File: src/rtl/core/byte_crc8_crc16_engine_assert.svh
// Assertion macros shared by the CRC engine RTL.
// Needs no other file; the macros compile away under SYNTHESIS.
`ifndef BYTE_CRC8_CRC16_ENGINE_ASSERT_SVH
`define BYTE_CRC8_CRC16_ENGINE_ASSERT_SVH

`ifndef SYNTHESIS
`define BCCE_ASSERT(lbl, clk, rst, prop, msg) \
   lbl: assert property (@(posedge clk) disable iff (rst) (prop)) else $error(msg);
`define BCCE_ASSERT_ALWAYS(lbl, clk, prop, msg) \
   lbl: assert property (@(posedge clk) (prop)) else $error(msg);
`else
`define BCCE_ASSERT(lbl, clk, rst, prop, msg)
`define BCCE_ASSERT_ALWAYS(lbl, clk, prop, msg)
`endif

`endif

File: src/rtl/core/bcce_pkg.sv
// Shared types and constants for the byte CRC-8 / CRC-16 engine.
// No dependencies; imported by bcce_fold and the top level.
`default_nettype none

package bcce_pkg;

   localparam int unsigned BYTE_W = 8;
   localparam int unsigned CRC_W  = 16;
   localparam int unsigned IDX_W  = 2;

   typedef enum logic [IDX_W-1:0] {
      REG_WIDTH_MODE = 2'd0,
      REG_POLYNOMIAL = 2'd1,
      REG_INIT_VALUE = 2'd2,
      REG_FINAL_XOR  = 2'd3
   } reg_index_type;

   typedef struct packed {
      logic             wide;
      logic [CRC_W-1:0] poly;
   } crc_cfg_type;

   localparam logic [CRC_W-1:0] POLY_RESET = 16'h0007;
   localparam logic [CRC_W-1:0] INIT_RESET = 16'h0000;
   localparam logic [CRC_W-1:0] FXOR_RESET = 16'h0000;

endpackage

`default_nettype wire

File: src/rtl/core/byte_crc8_crc16_engine.sv
// Byte-wide CRC-8 / CRC-16 engine, MSB first, non-reflected.
// Depends on bcce_pkg, bcce_fold and byte_crc8_crc16_engine_assert.svh.
//
// Usage:
//   req_*  carries one message byte per transfer; req_tlast marks the last byte.
//   rsp_*  carries one finished CRC per message, after the final XOR; the upper
//          byte is zero in 8-bit mode.
//   csr_*  writes width mode, polynomial, init value and final XOR by index;
//          write only while no message byte is in flight.
// Timing:
//   A byte is registered on acceptance; a non-last byte is folded in the next
//   cycle, a last byte once the result register is free. The fold updates the
//   running CRC and, for a last byte, registers the result that rsp_* presents.
//   One byte per cycle is sustained unless a last byte waits behind an untaken
//   result; the eight XOR-shift steps of the fold are the critical path.
// Reset: configuration returns to CRC-8, polynomial 0x07, init 0, final XOR 0;
//   the running CRC clears and no result is pending.
// Stall: a pending result holds on rsp_*; non-last bytes keep flowing, and
//   req_tready drops only when a last byte waits behind an untaken result.
`default_nettype none

module byte_crc8_crc16_engine
   import bcce_pkg::*;
(
   input  wire               clock,
   input  wire               reset,
   input  wire               req_tvalid,
   output logic              req_tready,
   input  wire [BYTE_W-1:0]  req_tdata,   // [7:0] data_byte
   input  wire               req_tlast,   // last_byte
   output logic              rsp_tvalid,
   input  wire               rsp_tready,
   output logic [CRC_W-1:0]  rsp_tdata,   // [15:0] crc_value
   input  wire               csr_we,
   input  wire [IDX_W-1:0]   csr_index,
   input  wire [CRC_W-1:0]   csr_wdata
);

`include "byte_crc8_crc16_engine_assert.svh"

   logic              width_mode_ff;
   logic [CRC_W-1:0]  polynomial_ff;
   logic [CRC_W-1:0]  init_value_ff;
   logic [CRC_W-1:0]  final_xor_ff;

   logic              s1_valid_ff, s1_valid_in;
   logic [BYTE_W-1:0] s1_byte_ff;
   logic              s1_last_ff;
   logic [CRC_W-1:0]  crc_ff, crc_in;
   logic              rsp_valid_ff, rsp_valid_in;
   logic [CRC_W-1:0]  rsp_crc_ff;

   crc_cfg_type       fold_cfg;
   logic [CRC_W-1:0]  fold_crc;
   logic [CRC_W-1:0]  load_value;
   logic [CRC_W-1:0]  fxor_value;
   logic              s1_advance;
   logic              s1_emit;
   logic              req_xfer;

   // configuration registers
   always_ff @(posedge clock) begin
      if (reset) begin
         width_mode_ff <= 1'b0;
         polynomial_ff <= POLY_RESET;
         init_value_ff <= INIT_RESET;
         final_xor_ff  <= FXOR_RESET;
      end else if (csr_we) begin
         unique case (reg_index_type'(csr_index))
            REG_WIDTH_MODE: width_mode_ff <= csr_wdata[0];
            REG_POLYNOMIAL: polynomial_ff <= csr_wdata;
            REG_INIT_VALUE: init_value_ff <= csr_wdata;
            REG_FINAL_XOR:  final_xor_ff  <= csr_wdata;
         endcase
      end
   end

   assign fold_cfg = '{wide: width_mode_ff, poly: polynomial_ff};

   bcce_fold u_fold (
      .cfg_i  (fold_cfg),
      .crc_i  (crc_ff),
      .data_i (s1_byte_ff),
      .crc_o  (fold_crc)
   );

   assign load_value = width_mode_ff ? init_value_ff
                                     : {{(CRC_W-BYTE_W){1'b0}}, init_value_ff[BYTE_W-1:0]};
   assign fxor_value = width_mode_ff ? final_xor_ff
                                     : {{(CRC_W-BYTE_W){1'b0}}, final_xor_ff[BYTE_W-1:0]};

   // a last byte may only leave stage 1 when the result register is free
   assign s1_advance = s1_valid_ff && (!s1_last_ff || !rsp_valid_ff || rsp_tready);
   assign s1_emit    = s1_advance && s1_last_ff;
   assign req_tready = !s1_valid_ff || s1_advance;
   assign req_xfer   = req_tvalid && req_tready;

   assign s1_valid_in  = req_xfer || (s1_valid_ff && !s1_advance);
   assign rsp_valid_in = s1_emit || (rsp_valid_ff && !rsp_tready);

   always_comb begin
      crc_in = crc_ff;
      if (s1_advance) begin
         crc_in = s1_last_ff ? load_value : fold_crc;
      end
   end

   always_ff @(posedge clock) begin
      if (reset) begin
         s1_valid_ff  <= 1'b0;
         rsp_valid_ff <= 1'b0;
         crc_ff       <= INIT_RESET;
      end else begin
         s1_valid_ff  <= s1_valid_in;
         rsp_valid_ff <= rsp_valid_in;
         crc_ff       <= crc_in;
      end
   end

   always_ff @(posedge clock) begin
      if (req_xfer) begin
         s1_byte_ff <= req_tdata;
         s1_last_ff <= req_tlast;
      end
      if (s1_emit) begin
         rsp_crc_ff <= fold_crc ^ fxor_value;
      end
   end

   assign rsp_tvalid = rsp_valid_ff;
   assign rsp_tdata  = rsp_crc_ff;

   `BCCE_ASSERT(a_rsp_from_last, clock, reset,
      $rose(rsp_tvalid) |-> $past(s1_valid_ff && s1_last_ff), "result without a last byte")
   `BCCE_ASSERT(a_reload_after_last, clock, reset,
      s1_emit |=> crc_ff == $past(load_value), "running CRC not reloaded after last byte")
   `BCCE_ASSERT(a_stall_cause, clock, reset,
      !req_tready |-> (s1_valid_ff && s1_last_ff && rsp_valid_ff && !rsp_tready),
      "input stalled without a blocked result")
   `BCCE_ASSERT_ALWAYS(a_reset_clears, clock,
      reset |=> (!rsp_tvalid && req_tready), "pipeline not empty after reset")

endmodule

`default_nettype wire

File: src/rtl/core/bcce_fold.sv
// Folds one byte into the running CRC, MSB first, eight XOR-shift steps.
// Depends on bcce_pkg for widths and the configuration struct.
`default_nettype none

module bcce_fold
   import bcce_pkg::*;
(
   input  wire crc_cfg_type      cfg_i,
   input  wire [CRC_W-1:0]       crc_i,
   input  wire [BYTE_W-1:0]      data_i,
   output logic [CRC_W-1:0]      crc_o
);

   logic [BYTE_W-1:0] c8;
   logic [CRC_W-1:0]  c16;

   always_comb begin
      c8  = crc_i[BYTE_W-1:0] ^ data_i;
      c16 = crc_i ^ {data_i, {(CRC_W-BYTE_W){1'b0}}};
      for (int b = 0; b < BYTE_W; b++) begin
         c8  = c8[BYTE_W-1] ? ({c8[BYTE_W-2:0], 1'b0} ^ cfg_i.poly[BYTE_W-1:0])
                            : {c8[BYTE_W-2:0], 1'b0};
         c16 = c16[CRC_W-1] ? ({c16[CRC_W-2:0], 1'b0} ^ cfg_i.poly)
                            : {c16[CRC_W-2:0], 1'b0};
      end
      crc_o = cfg_i.wide ? c16 : {{(CRC_W-BYTE_W){1'b0}}, c8};
   end

endmodule

`default_nettype wire

File: config.mk
export PLATFORM = sky130hd
export DESIGN_NAME = byte_crc8_crc16_engine
export DESIGN_NICKNAME = d
export VERILOG_FILES = /design/src/rtl/core/bcce_pkg.sv /design/src/rtl/core/byte_crc8_crc16_engine.sv /design/src/rtl/core/bcce_fold.sv
export VERILOG_INCLUDE_DIRS = /design/src /design/src/rtl/core
export SDC_FILE = /design/constraint.sdc
export NUM_CORES = 1
export LEC_CHECK = 0
export BUFFER_PORTS_ARGS = -buffer_cell sky130_fd_sc_hd__buf_2
export CAP_MARGIN = 15
export CORE_MARGIN = 2
export CORE_UTILIZATION = 60
export CTS_CLUSTER_DIAMETER = 50
export DETAILED_ROUTE_END_ITERATION = 6
export PLACE_DENSITY = 0.79
export SLEW_MARGIN = 20
export SYNTH_ARGS = -nofsm -noshare
export SYNTH_HDL_FRONTEND = slang
export SYNTH_SLANG_ARGS = --single-unit
File: constraint.sdc
create_clock -name clock -period 13.7 [get_ports clock]
set_input_delay 4.11 -clock clock [delete_from_list [all_inputs] [get_ports clock]]
set_output_delay 4.11 -clock clock [all_outputs]
set_load 0.03 [all_outputs]
Yosys cells after proc, flatten, opt, wreduce, memory -nomap -nowiden
Index checks and enable logic that the tools add are counted.
{"block": "word_totals", "register_bits": 92, "inputBits": 32, "word_cells": 72, "output_inout_bits": 18}
{"block": "op_classes", "n_eq_ne": 3, "bitwise": 19, "reduce_logical": 20, "mux": 20}
{"cell": "$mux W16", "n": 12}
{"cell": "$xor A16 B16 Y16", "n": 10}
{"cell": "$xor A8 B8 Y8", "n": 9}
{"cell": "$mux W8", "n": 8}
{"cell": "$reduce_and A2 Y1", "n": 4}
{"cell": "$logic_and A1 B1 Y1", "n": 5}
{"cell": "$logic_not A1 Y1", "n": 5}
{"cell": "$logic_or A1 B1 Y1", "n": 5}
{"cell": "$eq A2 B2 Y1 const B", "n": 2}
{"cell": "$eq A2 B1 Y1 const B", "n": 1}
{"cell": "$logic_not A2 Y1", "n": 1}

Longest topological paths before layout
{"block": "logic_depth", "word_depth": 19, "ltp_mapped": 17, "depth_no_buf": 13}

By module
Synthesis repeated with hierarchy kept, for this count alone.
{"block": "hier_totals", "hier_cells": 957, "hier_area_um2": 7699.9}
{"mod": "bcce_fold", "cells_each": 595, "area_per_inst_um2": 4121.5, "instances": 1, "seq_area_each_um2": 0.0}
{"mod": "byte_crc8_crc16_engine", "cells_each": 362, "area_per_inst_um2": 3578.4, "instances": 1, "seq_area_each_um2": 2092.0}

Worst setup path before layout
OpenSTA, ideal clock, no wires.
{"block": "synth_path", "path_type": "input port to output port", "start": "input rsp_tready", "end": "output req_tready", "stages": 2, "arrival_ns": 4.603, "path_slack_ns": 4.987, "path_buffers": 0, "cell_sequence": "nor2b_1 nand3_1"}
{"block": "synth_between", "elab_chain_len": 3}
{"item": "start, declared", "line_no": "byte_crc8_crc16_engine.sv:32", "rtl": "input wire rsp_tready,"}
{"item": "$logic_or A1 B1 Y1", "line_no": "byte_crc8_crc16_engine.sv:93", "rtl": "assign s1_advance = s1_valid_ff && (!s1_last_ff || !rsp_valid_ff || rsp_tready);"}
{"item": "$logic_and A1 B1 Y1", "line_no": "byte_crc8_crc16_engine.sv:93"}
{"item": "$logic_or A1 B1 Y1", "line_no": "byte_crc8_crc16_engine.sv:95", "rtl": "assign req_tready = !s1_valid_ff || s1_advance;"}
{"item": "end, declared", "line_no": "byte_crc8_crc16_engine.sv:28", "rtl": "output logic req_tready,"}
No other way between the ends.

Worst setup path after layout
Ends and elaborated chain as after synthesis.

==> metrics.md <==
| Metric | Value |
|---|---|
| FP Rows | 40 |
| Critical path arrival | 4.79 ns |
| Post-synth net total | 979 |
| Setup WS post-layout | 4.80 ns |
| Post-layout min period | 8.90 ns |
| Metal3 WL | 1.34 mm |
| Die height | 116 um |
| #FFs+latches synth | 92 |
| Antenna violations before repair | 0 |
| EDFF count, synth | 25 |
| Top layer in use | met4 |
| Clk pwr share | 0.233 |
| Gpl congestion | 0.863 |
| Seq pwr share | 0.334 |
| Power per cell area | 117 mW/mm2 |
| Input/output buffers | 49 |
| WS Path Type | input port to primary output |
| Total clock sinks | 92 |
| CP Max Fanout | 4 |
| Core Area | 0.0121 mm2 |
| Crit end category | primary output |
| Routed via count | 6762 |
| WL met2 | 8.73 mm |
| Pre-CTS setup slack | 4.81 ns |
| Layout fillers | 1070 |
| Syn-to-layout area delta | 7.38% |
| Wire per inst | 17.0 um |
| Slew margin rel. | 0.225 |
| Worst clock skew | 0.00322 ns |
| Final setup TNS | 0 ns |
| Synth area leaders | dfxtp_1 (18%), xnor2_1 (14%), nand2_1 (11%) |
| Synth warnings | 0 |
| Area share of the largest cell type after synthesis | 0.178 |
| First-pass GRT wire length | 30.8 mm |
| Final Util | 0.668 |
| Type of the worst min-delay path | flip-flop to flip-flop |
| Cell-internal power | 611 uW |
| Post-DP HPWL | 13.3 mm |
| # H-tree levels | 3 |
| Post-CTS Hold Buffers | 0 |
| HP Start | init_value_ff[12]$_SDFFE_PP0P_ |
| Root Driver | clkbuf_16 |
| Most common cell in the netlist | nand2_1 |
| Area after DPL | 0.00780 mm2 |
| Clk slew on worst S/H paths | 0.06 ns |
| Worst reg2reg startpoint | s1_byte_ff[5]$_DFFE_PP_ |
| Hold endpoint | init_value_ff[12]$_SDFFE_PP0P_ |
| Synth area leader | dfxtp_1 |
| # nets final | 979 |
| Max Cap Viol | 0 |
| Worst-Margin Slew | 1.16 ns |
| Largest net degree at the start of global routing | 65 |
| Routed WL | 19.0 mm |
| DR vias/cell | 6.04 |
| Maximum clock path buffer count | 2 |
| Vias in the first global route | 6066 |
| Cell count after synthesis | 947 |
| Gr usage total | 0.291 |
| Post-CTS sizing | 0 |
| M1 WL | 8.66 mm |
| FF-to-FF path depth | 13 |
| R2R Path End | rsp_tdata[3]$_DFFE_PP_ |
| P_leak | 2.94 nW |
| Critical Path Source Type | input port |
| Postcts setup bufs | 0 |
| Total CTS buffers | 9 |
| VDD IR max | 0.116 mV |
| RSZ-0062 raised after global routing | no |
| Die area | 0.0135 mm2 |
| Diode count | 0 |
| Starting density of the core | 0.622 |
| Hold path cells | 2 |
| DR iter-0 viols | 582 |
| Grt total ovfl | 0 |
| Max Clk Rate | 0.112 GHz |
| Design area | 0.00809 mm2 |
| Clock latency on the worst-skew pair | 0.34 ns |
| Top cells by count, synth | nand2_1 (230), xnor2_1 (117), dfxtp_1 (67) |
| Final Cycle Share | 0.650 |
| Netlist cell types | 76 |
| Synth Area per Inst | 7.95 um2 |
| Switching Fraction | 0.354 |
| Ratio of cells with drive above 1 in the final layout | 0.111 |
| DR DRC count | 1 |
| Routed Antenna Nets | 0 |
| Mapped Area | 0.00753 mm2 |
| # IOs | 50 |
| Final hold vios | 0 |
| Comb pwr share | 0.433 |
| Failing checks | DRC |
| Setup slack, reg-to-reg | 8.32 ns |
| Post-synthesis sequential area ratio | 0.278 |
| Ys flop type | dfxtp_1 |
| Drt first pass iters | 7 |
| Fin. max-slew vios | 0 |
| CTS tree | built |
| Final setup viols | 0 |
| Hold slack | 0.455 ns |
| Crit path required time | 9.59 ns |
| Status | finished with violations |
| DIE WIDTH | 116 um |
| Async S/R FF share, synth | 0 |
| Switch Pwr | 335 uW |
[through the flow]
| stage | instances | power, mW |
|---|---|---|
| after floorplan | 947 | 0.642 |
| after global placement | 1104 | 0.718 |
| after detailed placement | 1104 | 0.722 |
| after CTS | 1120 | 0.942 |
| after global routing | 1120 | 0.991 |
| final | 1120 | 0.946 |
[worst max-delay path, cell delays in order]
cell and delay, ns:
buf_2 0.10, nor2b_1 0.22, nand3_1 0.13, buf_2 0.24
[metal layers]
| layer | track usage | vias to the layer above |
|---|---|---|
| li1 | - | 3263 |
| met1 | 0.425 | 3203 |
| met2 | 0.453 | 273 |
| met3 | 0.0387 | 23 |
| met4 | 0.0897 | 0 |
| met5 | 0 | - |
[cell type report]
| cell class | instances | area, um2 | share of cell area |
|---|---|---|---|
| tap | 168 | 210 | 0.0260 |
| multi-input combinational | 766 | 5110 | 0.632 |
| sequential | 92 | 2090 | 0.259 |
| inverter | 14 | 52.6 | 0.00650 |
| clock inverter | 5 | 28.8 | 0.00356 |
| timing repair buffer | 64 | 358 | 0.0442 |
| clock buffer | 11 | 233 | 0.0288 |
[worst max-delay path by stage]
stage	startpoint	endpoint	slack, ns
2_1_floorplan	rsp_tready	req_tready	4.99
3_3_place_gp	rsp_tready	req_tready	4.83
3_5_place_dp	rsp_tready	req_tready	4.81
4_1_cts	rsp_tready	req_tready	4.80
5_1_grt	rsp_tready	req_tready	4.74
6_report	rsp_tready	req_tready	4.80
[cells in the final DEF, fill, tap and decap left out, drive strengths merged, types with 9 or more instances in the layout]
cell type    n
nand4       12
clkbuf      11
xnor2      120
o211ai      19
and2        14
dfxtp       67
a21oi       65
and3        11
nor3        14
a211oi       9
nand2      230
nand2b      16
nand3       24
buf         64
a31oi       15
inv         13
nor2        34
xnor3       24
nor2b       10
xor2        29
edfxtp      25
o21ai       27
[cell families after synthesis]
kind of cell,Yosys count,share of synthesized area
muxes,9,0.0125
xor gates and xnor gates,175,0.258
AOI/OAI and AO/OA,180,0.155
DFF,92,0.278
and+or+nand+nor,402,0.250
buffers and inverters,89,0.0463
[power by group through the flow]
stage	clock, mW	sequential [mW]	combinational, mW
floorplan	0	0.319	0.323
global placement	0	0.320	0.397
detailed placement	0	0.321	0.402
CTS	0.221	0.315	0.406
global route	0.233	0.317	0.441
finish	0.220	0.316	0.409
[flip-flops by register name (all words and copies together) (netlist names)]
register       flops
rsp_tdata         16
final_xor_ff      16
s1_valid_ff        1
init_value_ff     16
crc_ff            16
s1_last_ff         1
rsp_tvalid         1
polynomial_ff     16
width_mode_ff      1
s1_byte_ff         8
No activity file was read; power rests on OpenSTA's default activity.
